==> config.mk <==
export PLATFORM = sky130hd
export DESIGN_NAME = nonpreemptive_priority_scheduler_top_flat
export DESIGN_NICKNAME = d
export VERILOG_FILES = /design/src/hw/rtl/npsched_pkg.sv /design/src/hw/rtl/npsched_if.sv /design/src/hw/rtl/npsched_front.sv /design/src/hw/rtl/npsched_fifo.sv /design/src/hw/rtl/npsched_back.sv /design/src/hw/rtl/nonpreemptive_priority_scheduler_top.sv /design/src/flat_wrapper.sv
export SDC_FILE = /design/constraint.sdc
export NUM_CORES = 1
export LEC_CHECK = 0
export BUFFER_PORTS_ARGS = -buffer_cell sky130_fd_sc_hd__buf_2
export CAP_MARGIN = 20
export CORE_UTILIZATION = 45
export CTS_CLUSTER_DIAMETER = 60
export DETAILED_ROUTE_END_ITERATION = 12
export PLACE_DENSITY = 0.63
export SLEW_MARGIN = 10
export SYNTH_ARGS = -nofsm -noshare
export SYNTH_HDL_FRONTEND = slang
export SYNTH_SLANG_ARGS = --single-unit
==> constraint.sdc <==
create_clock -name clk -period 10.55 [get_ports clk]
set_input_delay 0.5275 -clock clk [delete_from_list [all_inputs] [get_ports clk]]
set_output_delay 0.5275 -clock clk [all_outputs]
set_load 0.05 [all_outputs]
==> src/hw/rtl/npsched_pkg.sv <==
`timescale 1ns / 1ps

package npsched_pkg;

  localparam int ID_W   = 8;
  localparam int PRIO_W = 8;
  localparam int TIME_W = 16;
  localparam int CT_W   = 23;
  localparam int SUM_W  = 29;

  typedef struct packed {
    logic [ID_W-1:0]   id;
    logic [PRIO_W-1:0] prio;
    logic [TIME_W-1:0] arr;
    logic [TIME_W-1:0] burst;
  } job_t;

  // one classified request between the front and the back
  typedef struct packed {
    job_t job;
    logic keep;
    logic last;
  } q_entry_t;

endpackage

==> src/hw/rtl/npsched_if.sv <==
`timescale 1ns / 1ps

interface npsched_in_if;
  logic                        valid;
  logic                        ready;
  logic [npsched_pkg::ID_W-1:0]   job_id;
  logic [npsched_pkg::PRIO_W-1:0] job_priority;
  logic [npsched_pkg::TIME_W-1:0] arrival_time;
  logic [npsched_pkg::TIME_W-1:0] burst_time;
  logic                        last_job;

  modport source (output valid, job_id, job_priority, arrival_time, burst_time, last_job,
                  input ready);
  modport sink (input valid, job_id, job_priority, arrival_time, burst_time, last_job,
                output ready);
endinterface

interface npsched_out_if;
  logic                          valid;
  logic                          ready;
  logic [npsched_pkg::ID_W-1:0]  done_job_id;
  logic [npsched_pkg::CT_W-1:0]  completion_time;
  logic [npsched_pkg::CT_W-1:0]  turnaround_time;
  logic [npsched_pkg::CT_W-1:0]  waiting_time;
  logic [npsched_pkg::SUM_W-1:0] sum_turnaround;
  logic [npsched_pkg::SUM_W-1:0] sum_waiting;
  logic                          final_result;

  modport source (output valid, done_job_id, completion_time, turnaround_time, waiting_time,
                  sum_turnaround, sum_waiting, final_result, input ready);
  modport sink (input valid, done_job_id, completion_time, turnaround_time, waiting_time,
                sum_turnaround, sum_waiting, final_result, output ready);
endinterface

==> src/hw/rtl/npsched_front.sv <==
`timescale 1ns / 1ps

module npsched_front #(
  parameter int MAX_JOBS = 16
) (
  input  logic                  clk,
  input  logic                  rst_n,
  npsched_in_if.sink            in_ch,
  output logic                  push_valid,
  input  logic                  push_ready,
  output npsched_pkg::q_entry_t push_entry
);

  localparam int CNT_W = $clog2(MAX_JOBS + 1);

  logic [CNT_W-1:0] load_cnt_r;
  logic             accept;

  assign in_ch.ready = push_ready;
  assign push_valid  = in_ch.valid;
  assign accept      = in_ch.valid & push_ready;

  always_comb begin
    push_entry.job.id    = in_ch.job_id;
    push_entry.job.prio  = in_ch.job_priority;
    push_entry.job.arr   = in_ch.arrival_time;
    push_entry.job.burst = in_ch.burst_time;
    // table full: the job is dropped but its last flag still closes the batch
    push_entry.keep      = (load_cnt_r < CNT_W'(MAX_JOBS));
    push_entry.last      = in_ch.last_job;
  end

  always_ff @(posedge clk) begin
    if (!rst_n) begin
      load_cnt_r <= '0;
    end else if (accept) begin
      if (in_ch.last_job) begin
        load_cnt_r <= '0;
      end else if (push_entry.keep) begin
        load_cnt_r <= load_cnt_r + CNT_W'(1);
      end
    end
  end

endmodule

==> src/hw/rtl/npsched_fifo.sv <==
`timescale 1ns / 1ps

module npsched_fifo (
  input  logic                  clk,
  input  logic                  rst_n,
  input  logic                  push_valid,
  output logic                  push_ready,
  input  npsched_pkg::q_entry_t push_entry,
  output logic                  pop_valid,
  input  logic                  pop_ready,
  output npsched_pkg::q_entry_t pop_entry
);

  npsched_pkg::q_entry_t slot_r [2];
  logic       wr_ptr_r;
  logic       rd_ptr_r;
  logic [1:0] fill_r;
  logic       push;
  logic       pop;

  assign push_ready = (fill_r != 2'd2);
  assign pop_valid  = (fill_r != 2'd0);
  assign pop_entry  = slot_r[rd_ptr_r];
  assign push       = push_valid & push_ready;
  assign pop        = pop_valid & pop_ready;

  always_ff @(posedge clk) begin
    if (push) begin
      slot_r[wr_ptr_r] <= push_entry;
    end
  end

  always_ff @(posedge clk) begin
    if (!rst_n) begin
      wr_ptr_r <= 1'b0;
      rd_ptr_r <= 1'b0;
      fill_r   <= 2'd0;
    end else begin
      if (push) wr_ptr_r <= ~wr_ptr_r;
      if (pop) rd_ptr_r <= ~rd_ptr_r;
      case ({push, pop})
        2'b10:   fill_r <= fill_r + 2'd1;
        2'b01:   fill_r <= fill_r - 2'd1;
        default: fill_r <= fill_r;
      endcase
    end
  end

endmodule

==> src/hw/rtl/npsched_back.sv <==
`timescale 1ns / 1ps

module npsched_back #(
  parameter int MAX_JOBS = 16
) (
  input  logic                  clk,
  input  logic                  rst_n,
  input  logic                  pop_valid,
  output logic                  pop_ready,
  input  npsched_pkg::q_entry_t pop_entry,
  npsched_out_if.source         out_ch
);

  localparam int CNT_W = $clog2(MAX_JOBS + 1);
  localparam int IDX_W = (MAX_JOBS > 1) ? $clog2(MAX_JOBS) : 1;
  localparam int CT_W  = npsched_pkg::CT_W;
  localparam int SUM_W = npsched_pkg::SUM_W;
  localparam int TIME_W = npsched_pkg::TIME_W;

  typedef enum logic [6:0] {
    S_IDLE   = 7'b0000001,
    S_SCAN   = 7'b0000010,
    S_DECIDE = 7'b0000100,
    S_RUN    = 7'b0001000,
    S_TAT    = 7'b0010000,
    S_WT     = 7'b0100000,
    S_OUT    = 7'b1000000
  } state_t;

  state_t                    state_r;
  npsched_pkg::job_t         mem [MAX_JOBS];
  npsched_pkg::job_t         rd_data_r;
  npsched_pkg::job_t         best_job_r;
  logic [CNT_W-1:0]          cnt_r;
  logic [CNT_W-1:0]          scan_idx_r;
  logic [CNT_W-1:0]          fin_r;
  logic [IDX_W-1:0]          cmp_idx_r;
  logic [IDX_W-1:0]          best_idx_r;
  logic                      cmp_vld_r;
  logic                      found_r;
  logic                      any_r;
  logic [TIME_W-1:0]         min_arr_r;
  logic [MAX_JOBS-1:0]       done_r;
  logic [CT_W-1:0]           sim_r;
  logic [CT_W-1:0]           tat_r;
  logic [CT_W-1:0]           wt_r;
  logic [SUM_W-1:0]          tot_tat_r;
  logic [SUM_W-1:0]          tot_wt_r;
  logic [SUM_W-1:0]          tot_wt_nxt;
  logic                      out_valid_r;
  logic                      out_load;
  logic                      is_final;
  logic                      mem_we;

  assign pop_ready  = (state_r == S_IDLE);
  assign mem_we     = pop_valid & pop_ready & pop_entry.keep;
  assign out_load   = (state_r == S_OUT) & (~out_valid_r | out_ch.ready);
  assign is_final   = ((fin_r + CNT_W'(1)) == cnt_r);
  assign tot_wt_nxt = tot_wt_r + {{(SUM_W-CT_W){1'b0}}, wt_r};
  assign out_ch.valid = out_valid_r;

  // job table, one write port and one registered read port
  always_ff @(posedge clk) begin
    if (mem_we) begin
      mem[cnt_r[IDX_W-1:0]] <= pop_entry.job;
    end
    rd_data_r <= mem[scan_idx_r[IDX_W-1:0]];
  end

  always_ff @(posedge clk) begin
    if (!rst_n) begin
      out_valid_r <= 1'b0;
    end else if (out_load) begin
      out_valid_r <= 1'b1;
    end else if (out_ch.ready) begin
      out_valid_r <= 1'b0;
    end
  end

  always_ff @(posedge clk) begin
    if (!rst_n) begin
      state_r     <= S_IDLE;
      cnt_r       <= '0;
      fin_r       <= '0;
      scan_idx_r  <= '0;
      cmp_vld_r   <= 1'b0;
      found_r     <= 1'b0;
      any_r       <= 1'b0;
      done_r      <= '0;
      sim_r       <= '0;
      tot_tat_r   <= '0;
      tot_wt_r    <= '0;
    end else begin
      unique case (state_r)
        S_IDLE: begin
          if (pop_valid) begin
            if (pop_entry.keep) cnt_r <= cnt_r + CNT_W'(1);
            if (pop_entry.last) begin
              state_r    <= S_SCAN;
              scan_idx_r <= '0;
              found_r    <= 1'b0;
              any_r      <= 1'b0;
            end
          end
        end
        S_SCAN: begin
          cmp_vld_r <= (scan_idx_r < cnt_r);
          if (scan_idx_r < cnt_r) begin
            scan_idx_r <= scan_idx_r + CNT_W'(1);
            cmp_idx_r  <= scan_idx_r[IDX_W-1:0];
          end
          if (cmp_vld_r) begin
            if (!done_r[cmp_idx_r]) begin
              // strict compare keeps the earliest loaded job on a tie
              if (({{(CT_W-TIME_W){1'b0}}, rd_data_r.arr} <= sim_r) &&
                  (!found_r || (rd_data_r.prio < best_job_r.prio))) begin
                found_r    <= 1'b1;
                best_job_r <= rd_data_r;
                best_idx_r <= cmp_idx_r;
              end
              if (!any_r || (rd_data_r.arr < min_arr_r)) begin
                any_r     <= 1'b1;
                min_arr_r <= rd_data_r.arr;
              end
            end
            if (CNT_W'(cmp_idx_r) == (cnt_r - CNT_W'(1))) state_r <= S_DECIDE;
          end
        end
        S_DECIDE: begin
          if (found_r) begin
            state_r <= S_RUN;
          end else begin
            // nothing ready: jump to the earliest pending arrival and rescan
            sim_r      <= {{(CT_W-TIME_W){1'b0}}, min_arr_r};
            scan_idx_r <= '0;
            any_r      <= 1'b0;
            state_r    <= S_SCAN;
          end
        end
        S_RUN: begin
          sim_r              <= sim_r + {{(CT_W-TIME_W){1'b0}}, best_job_r.burst};
          done_r[best_idx_r] <= 1'b1;
          state_r            <= S_TAT;
        end
        S_TAT: begin
          tat_r   <= sim_r - {{(CT_W-TIME_W){1'b0}}, best_job_r.arr};
          state_r <= S_WT;
        end
        S_WT: begin
          wt_r      <= tat_r - {{(CT_W-TIME_W){1'b0}}, best_job_r.burst};
          tot_tat_r <= tot_tat_r + {{(SUM_W-CT_W){1'b0}}, tat_r};
          state_r   <= S_OUT;
        end
        S_OUT: begin
          if (out_load) begin
            if (is_final) begin
              cnt_r     <= '0;
              fin_r     <= '0;
              sim_r     <= '0;
              tot_tat_r <= '0;
              tot_wt_r  <= '0;
              done_r    <= '0;
              state_r   <= S_IDLE;
            end else begin
              tot_wt_r   <= tot_wt_nxt;
              fin_r      <= fin_r + CNT_W'(1);
              scan_idx_r <= '0;
              found_r    <= 1'b0;
              any_r      <= 1'b0;
              state_r    <= S_SCAN;
            end
          end
        end
        default: state_r <= S_IDLE;
      endcase
    end
  end

  // result register
  always_ff @(posedge clk) begin
    if (out_load) begin
      out_ch.done_job_id     <= best_job_r.id;
      out_ch.completion_time <= sim_r;
      out_ch.turnaround_time <= tat_r;
      out_ch.waiting_time    <= wt_r;
      out_ch.sum_turnaround  <= tot_tat_r;
      out_ch.sum_waiting     <= tot_wt_nxt;
      out_ch.final_result    <= is_final;
    end
  end

  a_scan_nonempty: assert property (@(posedge clk) disable iff (!rst_n)
    (state_r == S_SCAN) |-> (cnt_r != '0))
    else $error("scan started on an empty job table");

  a_fin_bound: assert property (@(posedge clk) disable iff (!rst_n)
    (state_r != S_IDLE) |-> (fin_r < cnt_r))
    else $error("completed count reached job count while scheduling");

  a_pending_job: assert property (@(posedge clk) disable iff (!rst_n)
    ((state_r == S_DECIDE) && !found_r) |-> any_r)
    else $error("no unfinished job left while results are still owed");

  a_run_undone: assert property (@(posedge clk) disable iff (!rst_n)
    (state_r == S_RUN) |-> !done_r[best_idx_r])
    else $error("picked job already completed");

endmodule

==> src/hw/rtl/nonpreemptive_priority_scheduler_top.sv <==
`timescale 1ns / 1ps

// channel   dir  handshake          payload
// in_ch     in   valid/ready        job_id, job_priority, arrival_time, burst_time, last_job
// out_ch    out  valid/ready        done_job_id, completion/turnaround/waiting time, sums, final
//
// loading takes one cycle per job while the queue has room; jobs past MAX_JOBS are dropped
// each completed job costs a table scan plus the decide/run/turnaround/waiting/output
// states; an idle gap adds a decide and a rescan
// the scan is bound by the single registered read port of the job table
// reset is synchronous; a two-entry queue lets loading continue while a result stalls
// a stalled result holds the back end; the front stalls once the queue is full

module nonpreemptive_priority_scheduler_top #(
  parameter int MAX_JOBS = 16
) (
  input  logic          clk,
  input  logic          rst_n,
  npsched_in_if.sink    in_ch,
  npsched_out_if.source out_ch
);

  logic                  push_valid;
  logic                  push_ready;
  npsched_pkg::q_entry_t push_entry;
  logic                  pop_valid;
  logic                  pop_ready;
  npsched_pkg::q_entry_t pop_entry;

  npsched_front #(.MAX_JOBS(MAX_JOBS)) u_front (
    .clk        (clk),
    .rst_n      (rst_n),
    .in_ch      (in_ch),
    .push_valid (push_valid),
    .push_ready (push_ready),
    .push_entry (push_entry)
  );

  npsched_fifo u_fifo (
    .clk        (clk),
    .rst_n      (rst_n),
    .push_valid (push_valid),
    .push_ready (push_ready),
    .push_entry (push_entry),
    .pop_valid  (pop_valid),
    .pop_ready  (pop_ready),
    .pop_entry  (pop_entry)
  );

  npsched_back #(.MAX_JOBS(MAX_JOBS)) u_back (
    .clk       (clk),
    .rst_n     (rst_n),
    .pop_valid (pop_valid),
    .pop_ready (pop_ready),
    .pop_entry (pop_entry),
    .out_ch    (out_ch)
  );

endmodule
==> src/flat_wrapper.sv <==
// flat-port wrapper written by rule: the top's interface ports become plain ports
module nonpreemptive_priority_scheduler_top_flat 
#(
  parameter int MAX_JOBS = 16
)
  (clk, rst_n, in_ch_valid, in_ch_job_id, in_ch_job_priority, in_ch_arrival_time, in_ch_burst_time, in_ch_last_job, in_ch_ready, out_ch_valid, out_ch_done_job_id, out_ch_completion_time, out_ch_turnaround_time, out_ch_waiting_time, out_ch_sum_turnaround, out_ch_sum_waiting, out_ch_final_result, out_ch_ready);
  npsched_in_if in_ch_i ();
  npsched_out_if out_ch_i ();
  input  logic clk;
  input  logic rst_n;
  input wire logic [$bits(in_ch_i.valid)-1:0] in_ch_valid;
  input wire logic [$bits(in_ch_i.job_id)-1:0] in_ch_job_id;
  input wire logic [$bits(in_ch_i.job_priority)-1:0] in_ch_job_priority;
  input wire logic [$bits(in_ch_i.arrival_time)-1:0] in_ch_arrival_time;
  input wire logic [$bits(in_ch_i.burst_time)-1:0] in_ch_burst_time;
  input wire logic [$bits(in_ch_i.last_job)-1:0] in_ch_last_job;
  output wire logic [$bits(in_ch_i.ready)-1:0] in_ch_ready;
  output wire logic [$bits(out_ch_i.valid)-1:0] out_ch_valid;
  output wire logic [$bits(out_ch_i.done_job_id)-1:0] out_ch_done_job_id;
  output wire logic [$bits(out_ch_i.completion_time)-1:0] out_ch_completion_time;
  output wire logic [$bits(out_ch_i.turnaround_time)-1:0] out_ch_turnaround_time;
  output wire logic [$bits(out_ch_i.waiting_time)-1:0] out_ch_waiting_time;
  output wire logic [$bits(out_ch_i.sum_turnaround)-1:0] out_ch_sum_turnaround;
  output wire logic [$bits(out_ch_i.sum_waiting)-1:0] out_ch_sum_waiting;
  output wire logic [$bits(out_ch_i.final_result)-1:0] out_ch_final_result;
  input wire logic [$bits(out_ch_i.ready)-1:0] out_ch_ready;
  assign in_ch_i.valid = in_ch_valid;
  assign in_ch_i.job_id = in_ch_job_id;
  assign in_ch_i.job_priority = in_ch_job_priority;
  assign in_ch_i.arrival_time = in_ch_arrival_time;
  assign in_ch_i.burst_time = in_ch_burst_time;
  assign in_ch_i.last_job = in_ch_last_job;
  assign in_ch_ready = in_ch_i.ready;
  assign out_ch_valid = out_ch_i.valid;
  assign out_ch_done_job_id = out_ch_i.done_job_id;
  assign out_ch_completion_time = out_ch_i.completion_time;
  assign out_ch_turnaround_time = out_ch_i.turnaround_time;
  assign out_ch_waiting_time = out_ch_i.waiting_time;
  assign out_ch_sum_turnaround = out_ch_i.sum_turnaround;
  assign out_ch_sum_waiting = out_ch_i.sum_waiting;
  assign out_ch_final_result = out_ch_i.final_result;
  assign out_ch_i.ready = out_ch_ready;
  nonpreemptive_priority_scheduler_top #(.MAX_JOBS(MAX_JOBS)) u_core (.clk(clk), .rst_n(rst_n), .in_ch(in_ch_i), .out_ch(out_ch_i));
endmodule
==> run metrics, run 1 <==
top-area cell type share of the netlist area=between 60% and 70%; slowest stage delay, CP=approximately 0.76 ns; #FFs+latches synth=about 1,300; RSZ-0062 raised after global routing=false; CP endpoint kind=register; core area=between 0.1 and 0.15 mm2; Crit path required time=about 11 ns; Mapped Cells=between 3,000 and 4,000; internal power=around 9000 uW; Worst Path Arrival=between 4 and 5 ns; DRC=0; clock power share=roughly 40%; register area share after synthesis=a little over two thirds; global route total overflow=0; HP Class=in -> reg; Final Setup Violations=0; top_reg_cell synth=edfxtp_1; layout cells sized above 1=22.4%; Gate power share=9.3%; Worst Path Max Fanout=39; Cell Chain, Critical Path=nor3_1 > nand3_1 > nor3_1 > nand2_1 > nor3_2 > buf_4; Fin Setup TNS=0 ns; final period utilization=between 30 and 40%; Routed WL=between 100,000 and 150,000 um; die height=between 300 and 400 um; # rows=roughly 130; Post-CTS Resized=0; via count=28,200; outcome=finished clean; first-pass GRT wire length=between 150,000 and 200,000 um; Starting Density=~45%; CP startpoint kind=register; Final min period=~4.1 ns; Rel. slew slack=between 30% and 40%; Psw=about 2800 uW; Core Util, Final=52.2%; number of setup buffers added after CTS=0; PD cells=198 mW/mm2; Ports=~190; Final Hold Viols=0; Yosys cell types=88; most common cell in the netlist=edfxtp_1; Mapped Area=between 0.05 and 0.06 mm2; maximum clock insertion buffer count=3; Sink Count=~1,300; Post-synth EDFFs=1,122; final clock skew=~0.024 ns; Die Width=~350 um; initial antenna violation count=7; Critical-path top delay cell=nor3_2; clock insertion delay at the later pin of the skew report=0.75 ns; H-tree depth=4; crit-path leading delay family=simple AND/OR/NAND/NOR gates; Fmax=between 200 and 250 MHz; PortBufs=190; CP Buf/Inv Count=1; top cells by area, synth=edfxtp_1 64%, mux4_2 10%, dfxtp_1 6.8%; largest net degree at the start of global routing=a little over 90; vias in the first global route=28,200; gr usage total=a little under a fifth; routability cong.=about 0.85; worst-margin pin slew=1.04 ns; DR pass1 iterations=6; top cells by count, synth=1,122 x edfxtp_1, 245 x mux4_2, 181 x dfxtp_1, 153 x nor2_1, 145 x ha_1; TritonCTS clock tree=done; Clk pin slew, worst setup/hold paths=0.06 ns; Sw Share=23.4%; antenna cells=0; placed instance area=0.0559 mm2; initial drt markers=roughly 2,400; Final ANT Viol Nets=0; Design Area, Final=roughly 0.06 mm2; Most common cell on crit path=nor3_1; Num CTS Buffers=141; wire length per cell=22.6 um; CTS root buf=clkbuf_16; total power=roughly 12,000 uW; share of power burned in registers=between 50% and 60%; ys async rst share=0%; largest area contributor in the netlist=edfxtp_1; Area growth syn-to-layout=14.8%; Syn Nets=about 3,300; Final Max Slew Viols=0; Max VDD drop=0.170 mV; P_leak=~0.02 uW; CP Class=reg -> reg; Yosys warning count=0; Mapped Avg Cell Area=between 15 and 20 um2; final net count=~3,600; Post-DP HPWL=68,000 um; Via density=around 5.6; die area=roughly 0.12 mm2; max_cap viols=0
per-layer routing:
metal	global-route usage [%]	share of wire (%)
met3	2.89	5.3
met5	0	0
met1	26.3	44
met2	31.6	48
met4	5.95	2.4
registers in the layout, summed over array words and instances (netlist names), 5 cells and up, named ones only:
register	cells
u_core.u_fifo.slot_r	100
u_core.u_back.cnt_r	5
u_core.u_back.out_ch.waiting_time	23
u_core.u_back.mem	768
u_core.u_back.done_r	16
u_core.u_back.scan_idx_r	5
u_core.u_back.tat_r	23
u_core.u_back.wt_r	23
u_core.u_back.fin_r	5
u_core.u_back.tot_tat_r	29
u_core.u_back.out_ch.sum_waiting	29
u_core.u_front.load_cnt_r	5
u_core.u_back.out_ch.done_job_id	8
u_core.u_back.best_job_r	48
u_core.u_back.out_ch.turnaround_time	23
u_core.u_back.min_arr_r	16
u_core.u_back.out_ch.completion_time	23
u_core.u_back.sim_r	23
u_core.u_back.out_ch.sum_turnaround	29
u_core.u_back.rd_data_r	48
u_core.u_back.tot_wt_r	29
u_core.u_back.state_r	7
stage by stage:
step / setup slack [ns] / instances / hold WS (ns)
floorplan: 4.46 / 3099 / 0.386
finish: 6.41 / 5046 / 0.103
global placement: 6.51 / 4738 / 0.388
detailed placement: 6.41 / 4740 / 0.389
global route: 6.05 / 5046 / 0.0715
CTS: 6.40 / 5045 / 0.0452
final timing paths:
kind | start | to | slack, ns | depth (start not counted)
setup reg to reg | u_core.u_back.state_r[3] | u_core.u_back.mem[1][19] | 6.41 | 6
hold reg to reg | u_core.u_back.rd_data_r[47] | u_core.u_back.best_job_r[47] | 0.40 | 0
hold / removal | in_ch_last_job | u_core.u_fifo.slot_r[0][0] | 0.10 | 1
setup / recovery | u_core.u_back.state_r[3] | u_core.u_back.mem[1][19] | 6.41 | 6
layout by cell type, fill, tap and decap left out, types with 50 or more instances in the layout:
master / synthesis / final
mux4_2: 245 / 245
mux2_2: 50 / 50
clkbuf_16: 0 / 143
nand2_1: 133 / 133
buf_2: 9 / 190
inv_1: 124 / 122
xnor2_1: 70 / 70
ha_1: 145 / 145
nor2_1: 153 / 139
dfxtp_1: 181 / 176
a21oi_1: 138 / 137
o21ai_0: 88 / 88
edfxtp_1: 1122 / 1122
a21o_1: 50 / 50
worst register-to-register path, delay by kind of cell, from the launching register on:
family / cells / cell delay [ns]
flip-flops: 1 / 0.37
AND/OR/NAND/NOR: 5 / 2.62
buffers and inverters: 1 / 0.73
power by group through the flow:
stage	logic [uW]	clock network (uW)	registers, uW
final	1110	4740	6190
after CTS	1130	4840	6190
after floorplan	766	0	6250
after global placement	1090	0	6290
after global routing	1220	5030	6210
after detailed placement	1110	0	6300
kinds of logic (layout without fill, tap and decap cells):
kind of cell	count (synthesis)	after routing	share of synthesized area, %
compound gates	480	480	6.01
xor+xnor	101	101	1.67
fa+ha+maj	150	150	3.61
buf+inv	235	658	1.71
flops	1303	1303	70.4
mux	305	305	11.7
simple gates	525	525	4.91
area by class of cell:
type	instances	area, um2
Timing Repair Buffer	277	1750
Clock buffer	194	3870
Clock inverter	63	614
Tap cell	1524	1910
Fill cell	9346	55700
Sequential cell	1303	37300
Multi-Input combinational cell	1561	14900
Inverter	124	470
repair_timing:
action	CTS	global route
hold buffers	48	0
hold endpoints to repair	96	0
endpoints found under the setup margin	0	0
No activity file was read; power rests on OpenSTA's default activity.
==> run 2: changes to the inputs <==
==> constraint.sdc (replaced) <==
create_clock -name clk -period 4.3 [get_ports clk]
set_input_delay 0.215 -clock clk [delete_from_list [all_inputs] [get_ports clk]]
set_output_delay 0.215 -clock clk [all_outputs]
set_load 0.05 [all_outputs]
==> run 2 against run 1 <==
Clock power increased to 2.6 times the previous value. Flip-flop and latch count unchanged. Die area unchanged. Final cell count increased by 0.97%. Design area increased by 1.6%.
==> run metrics, run 2 (synthesis gave the netlist of run 1 again) <==
HP Class=in -> reg; fillers=9,233 (-1.2%); Design Area, Final=0.0618 mm2 (+1.6%); worst reg2reg endpoint=u_core.u_back.tot_tat_r[28]; RSZ-0062 raised after global routing=false; core area=0.117 mm2 (unchanged); final period utilization=83.5% (+44 points); first-pass GRT wire length=178,000 um (+3.3%); Fmax=279 MHz (+15%); gr usage total=19.9% (+0.72 points); Gate power share=9.6% (+0.3 points); routability cong.=0.831 (-2.7%); Met2 Wirelength=60,200 um (+9.5%); Psw=7140 uW (+150%); Max VDD drop=0.403 mV (+140%); Fin Setup TNS=0 ns (unchanged); via count=28,400 (+0.44%); Worst Path Arrival=4.24 ns (-0.27 ns); worst hold start=out_ch_ready; initial drt markers=2,201 (-9.6%); Rel. slew slack=31.7% (+1.1 points); DR pass1 iterations=5 (-1); Starting Density=45.5% (unchanged); # rows=125 (unchanged); Die Width=345 um (unchanged); R2R cell count=11 (+5); Num CTS Buffers=145 (+2.8%); WHS=0.150 ns (+0.0478 ns); Worst R2R Setup Slack=0.71 ns (-5.69 ns); Final Setup Violations=0 (unchanged); Clk pin slew, worst setup/hold paths=0.06 ns (about the same); clock insertion delay at the later pin of the skew report=0.76 ns (about the same); CP endpoint kind=register; most common cell after layout, fill and taps aside=edfxtp_1; internal power=23,200 uW (+150%); global route total overflow=0 (unchanged); Ports=191 (unchanged); die height=345 um (unchanged); Sw Share=23.6% (+0.16 points); max reg flops=768 (unchanged); Routed WL=119,000 um (+4.2%); hold path cells=3 (+2); Crit path required time=4.95 ns (-5.97 ns); CP startpoint kind=register; TritonCTS clock tree=done; WL met1=50,500 um (+0.49%); die area=0.119 mm2 (unchanged); Post-CTS Resized=0 (unchanged); Area growth syn-to-layout=16.7%; outcome=finished clean; Final Max Slew Viols=0 (unchanged); maximum clock insertion buffer count=3 (unchanged); antenna cells=0 (unchanged); largest net degree at the start of global routing=78 (-14%); P_leak=0.0209 uW (+2.0%); FF-to-FF Start=u_core.u_back.tat_r[0]; H-tree depth=4 (unchanged); worst-margin pin slew=1.02 ns (-0.0186 ns); Worst Path Max Fanout=6 (-85%); Final Hold Viols=0 (unchanged); CTS root buf=clkbuf_16; final clock skew=0.0431 ns (+0.0196 ns); Final ANT Viol Nets=0 (unchanged); Via density=5.57 (-0.53%); Sink Count=1,303 (unchanged); layout cells sized above 1=23.4% (+1.1 points); share of power burned in registers=50.1% (-1.3 points); Post-DP HPWL=74,400 um (+9.3%); final net count=3,653 (+1.2%); initial antenna violation count=5 (-2); total power=30,300 uW (+150%); storage element area=0.0373 mm2 (unchanged); PortBufs=190 (unchanged); number of setup buffers added after CTS=0 (unchanged); met3 wire len=5550 um (-8.9%); commonest non-fill, non-tap cells in the layout=1,122 x edfxtp_1, 245 x mux4_2, 190 x buf_2, 176 x dfxtp_1, 148 x clkbuf_16; max_cap viols=0 (unchanged); CP Class=reg -> reg; clock power share=40.3% (+1.0 points); wire length per cell=23.3 um (+3.2%); multi-input logic area=0.0149 mm2 (+0.17%); vias in the first global route=28,800 (+2.2%); Final min period=3.59 ns (-0.555 ns); Hold Crit Endpoint=u_core.u_back.out_ch.valid; hold buffer count at cts=51 (+6.3%); PD cells=490 mW/mm2 (+150%); placed instance area=0.0565 mm2 (+1.2%); DRC=0 (unchanged); Top Metal Used=met5
-- run 2: changes by cell type in the layout (fill, tap and decap cells not counted), sizes merged --
cell / delta
clkbuf: +17
buf: +33
clkinvlp: -4
clkinv: -5
inv: +5
dlygate4sd3: +3
-- run 2: layer usage --
metal	vias up	track usage, %
met2	758	34.5
li1	13000	-
met1	14400	25.8
met5	-	0
met3	155	3.20
met4	2	5.87
-- run 2: layout make-up --
| type | count | share of cell area (%) |
|---|---|---|
| Clock inverter | 59 | 1.05 |
| Multi-Input combinational cell | 1561 | 24.1 |
| Clock buffer | 209 | 6.70 |
| Inverter | 124 | 0.761 |
| Timing Repair Buffer | 315 | 3.91 |
| Tap cell | 1524 | 3.08 |
| Sequential cell | 1303 | 60.4 |
-- run 2: per-stage QoR --
step	utilization, %	instances	setup slack (ns)
6_report	53.1	5095	0.710
5_1_grt	53.1	5095	0.641
4_1_cts	53.1	5093	0.737
3_5_place_dp	48.5	4774	0.793
3_3_place_gp	48.5	4773	0.801
2_1_floorplan	-	3099	0.200
-- run 2: worst max-delay path by stage --
stage                                        start                           to  slack, ns  cells after the start
after global placement      u_core.u_back.tat_r[0]  u_core.u_back.tot_tat_r[28]       0.80                     11
final                       u_core.u_back.tat_r[0]  u_core.u_back.tot_tat_r[28]       0.71                     11
after global routing        u_core.u_back.tat_r[0]  u_core.u_back.tot_tat_r[28]       0.64                     11
after floorplan           u_core.u_back.state_r[6]     u_core.u_back.mem[13][0]       0.20                      6
after CTS                   u_core.u_back.tat_r[0]  u_core.u_back.tot_tat_r[28]       0.74                     11
after detailed placement    u_core.u_back.tat_r[0]  u_core.u_back.tot_tat_r[28]       0.79                     11
-- run 2: power by group through the flow --
stage	Combinational, uW	Sequential, uW	Clock (uW)
after floorplan	1880	15300	0
after global placement	2850	15400	0
after detailed placement	2900	15500	0
after CTS	2950	15200	12400
after global routing	3180	15200	13000
final	2910	15200	12200
-- run 2: worst max-delay path, cell delays in order (launching register included) --
cell and delay [ns]:
edfxtp_1 0.37, ha_1 0.22, inv_1 0.08, fa_1 0.46, nor2b_1 0.13, o21a_1 0.15, o21ai_0 0.32, a221oi_1 0.59
o31ai_1 0.19, a211o_1 0.35, or4_1 0.48, a21oi_1 0.14
==> run 3: changes to the inputs <==
--- a/config.mk
+++ b/config.mk
@@ -5,12 +5,13 @@
 export SDC_FILE = /design/constraint.sdc
 export NUM_CORES = 1
 export LEC_CHECK = 0
+export ABC_AREA = 1
 export BUFFER_PORTS_ARGS = -buffer_cell sky130_fd_sc_hd__buf_2
 export CAP_MARGIN = 20
 export CORE_UTILIZATION = 45
 export CTS_CLUSTER_DIAMETER = 60
 export DETAILED_ROUTE_END_ITERATION = 12
-export PLACE_DENSITY = 0.63
+export PLACE_DENSITY = 0.65
 export SLEW_MARGIN = 10
 export SYNTH_ARGS = -nofsm -noshare
 export SYNTH_HDL_FRONTEND = slang
==> constraint.sdc (replaced) <==
create_clock -name clk -period 3 [get_ports clk]
set_input_delay 0.15 -clock clk [delete_from_list [all_inputs] [get_ports clk]]
set_output_delay 0.15 -clock clk [all_outputs]
set_load 0.05 [all_outputs]
==> run 3 against run 2 <==
Design area increased by 3.9%. Worst setup slack got worse by 0.32 ns. Clock-buffer cell count decreased by 17. Synthesized cell count increased by 56%. Highest routed layer is now met4. Combinational power increased by 100%. Critical path type unchanged. Sequential share of layout area decreased by 2.3 points. Area after synthesis increased by 4.7%. Power increased by 50%. Die area increased by 4.7%. Clock power increased by 39%.
==> run metrics, run 3 <==
outcome=finished clean; clock insertion delay at the later pin of the skew report=0.77 ns (about the same); PD cells=706 mW/mm2 (+44%); wire length per cell=20.8 um (-11%); Rel. slew slack=41.9% (+10 points); Sink Count=1,303 (unchanged); CP startpoint kind=register; hold path cells=2 (-1); Worst Path Arrival=3.29 ns (-0.95 ns); worst reg2reg endpoint=u_core.u_back.sim_r[10]; Place WS=0.370 ns (-0.423 ns); Most common cell on crit path=nand2_1; DR pass1 iterations=5 (unchanged); Crit path required time=3.68 ns (-1.27 ns); vias in the first global route=35,800 (+24%); Critical-path top delay cell=fa_1; commonest non-fill, non-tap cells in the layout=1,122 x edfxtp_1, 861 x nand2_1, 625 x nor2_1, 333 x inv_1, 302 x o21ai_0; H-tree depth=4 (unchanged); final period utilization=86.9% (+3.4 points); Mapped Cells=4,846 (+56%); Max VDD drop=0.640 mV (+59%); Final min period=2.61 ns (-0.983 ns); final net count=5,345 (+46%); Worst R2R Setup Slack=0.39 ns (-0.32 ns); worst hold start=in_ch_job_priority[2]; Final Setup Violations=0 (unchanged); Ports=191 (unchanged); Yosys cell types=48 (-45%); Via density=5.47 (-1.8%); top-area cell type share of the netlist area=60.7% (-2.9 points); Syn Nets=5,049 (+53%); max reg flops=768 (unchanged); most common cell after layout, fill and taps aside=edfxtp_1; Post-CTS Resized=0 (unchanged); top cells by count, synth=1,122 x edfxtp_1, 863 x nand2_1, 646 x nor2_1, 339 x inv_1, 303 x o21ai_0; die height=353 um (+2.3%); Hold Crit Endpoint=u_core.u_fifo.slot_r[0][36]; Post-DP HPWL=93,100 um (+25%); Worst Path Max Fanout=6 (unchanged); initial antenna violation count=4 (-1); Starting Density=45.5% (about the same); gr usage total=22.7% (+2.8 points); initial drt markers=3,359 (+53%); #FFs+latches synth=1,303 (unchanged); CP endpoint kind=register; worst-margin pin slew=0.869 ns (-0.153 ns); most common cell in the netlist=edfxtp_1; ys async rst share=0% (unchanged); max_cap viols=0 (unchanged); Final Hold Viols=0 (unchanged); global route total overflow=0 (unchanged); Fmax=384 MHz (+38%); R2R cell count=13 (+2); Mapped Avg Cell Area=11.5 um2 (-33%); die area=0.125 mm2 (+4.7%); Post-synth EDFFs=1,122 (unchanged); Mapped Area=0.0555 mm2 (+4.7%); Num CTS Buffers=140 (-3.4%); largest area contributor in the netlist=edfxtp_1; met3 wire len=7740 um (+39%); FF-to-FF Start=u_core.u_back.sim_r[0]; core area=0.122 mm2 (+4.7%); Final ANT Viol Nets=0 (unchanged); via count=37,600 (+33%); WHS=0.0966 ns (-0.0538 ns); Cell Chain, Critical Path=ha_1 > inv_1 > fa_1 > inv_1 > nand3_1 > nand2_1 > nand3_1 > nand2_1 > nand2_1 > nand2_1 > or2_2 > nand3_1 > a21oi_1; TritonCTS clock tree=done; total power=45,300 uW (+50%); largest net degree at the start of global routing=95 (+22%); RSZ-0062 raised after global routing=false; maximum clock insertion buffer count=3 (unchanged); final clock skew=0.0338 ns (-0.00933 ns); Met2 Wirelength=69,300 um (+15%); HP Class=in -> reg; Routed WL=143,000 um (+20%); CP Class=reg -> reg; Yosys warning count=0 (unchanged); top cells by area, synth=edfxtp_1 61%, dfxtp_1 6.5%, nand2_1 5.8%; Clk pin slew, worst setup/hold paths=0.06 ns (about the same); PortBufs=190 (unchanged); Area growth syn-to-layout=15.8%; top_reg_cell synth=edfxtp_1; DRC=0 (unchanged); slowest stage delay, CP=0.45 ns (-0.14 ns); # rows=128 (+2.4%); P_leak=0.0234 uW (+12%); placed cells=6,572 (+38%); layout cells sized above 1=11.4% (-12 points); Top Metal Used=met4; CTS root buf=clkbuf_16; register area share after synthesis=67.2% (-3.2 points); first-pass GRT wire length=216,000 um (+21%); Die Width=353 um (+2.3%); Post-Layout Cell Count=6,876 (+35%); Final Max Slew Viols=0 (unchanged); setup ws final=0.393 ns (-0.317 ns); WL met1=61,200 um (+21%); routability cong.=0.953 (+15%)
[run 3: kinds of logic after synthesis]
group	share of synthesized area (%)
compound gates	9.08
xor+xnor	1.09
fa+ha+maj	3.45
buf+inv	3.81
flops	67.2
mux	1.37
simple gates	14.0
[run 3: area by class of cell]
type                       count  area [um2]
antenna                        2        5.00
clock buffer                 192        3910
clock inverter                57         633
fill                       10600       57800
inverter                     347        1310
multi-input combinational   3003       16300
sequential                  1303       37300
tap                         1625        2030
timing repair buffer         347        2730
[run 3: worst max-delay path by stage]
stage                                      from                         end  slack [ns]  cells past startpoint
floorplan              u_core.u_back.state_r[2]  u_core.u_back.tot_wt_r[14]       -1.00                      9
global placement    u_core.u_back.best_job_r[0]      u_core.u_back.wt_r[20]        0.45                      8
detailed placement       u_core.u_back.sim_r[0]     u_core.u_back.tat_r[18]        0.37                     10
CTS                      u_core.u_back.sim_r[0]     u_core.u_back.tat_r[18]        0.37                     10
global route        u_core.u_back.best_job_r[0]      u_core.u_back.wt_r[18]        0.21                      8
finish                   u_core.u_back.sim_r[0]     u_core.u_back.sim_r[10]        0.39                     13
[run 3: layer usage]
layer  track usage [%]  vias to the layer above
met5                 0                        -
met4              8.31                        0
met3              3.34                      268
met2              37.8                     1206
met1              30.0                    18300
li1                  -                    17800
[run 3: worst max-delay path: cells and delay by family, from the launching register on]
kind	cells	cell delay, ns
buffers and inverters	2	0.26
DFF	1	0.39
adders and majority gates	2	0.75
and+or+nand+nor	8	0.93
AOI/OAI and AO/OA	1	0.21
[run 3: what timing repair did]
action / in CTS / in global routing
setup buffers: 0 / 0
endpoints found under the hold margin: 163 / 0
hold buffers: 52 / 0
[run 3: metrics by stage]
step           TNS [ns]  util (%)  instance area (um2)
3_3_place_gp          0      48.5                59200
2_1_floorplan    -78.49         -                55600
3_5_place_dp          0      48.5                59200
4_1_cts               0      52.6                64200
5_1_grt               0      52.6                64200
6_report              0      52.6                64200
[run 3: report_power, final]
group	internal, uW	switching, uW	total [uW]
Sequential	22000	581	22600
Clock	9800	7090	16900
Combinational	1650	4220	5870
Total	33500	11900	45300
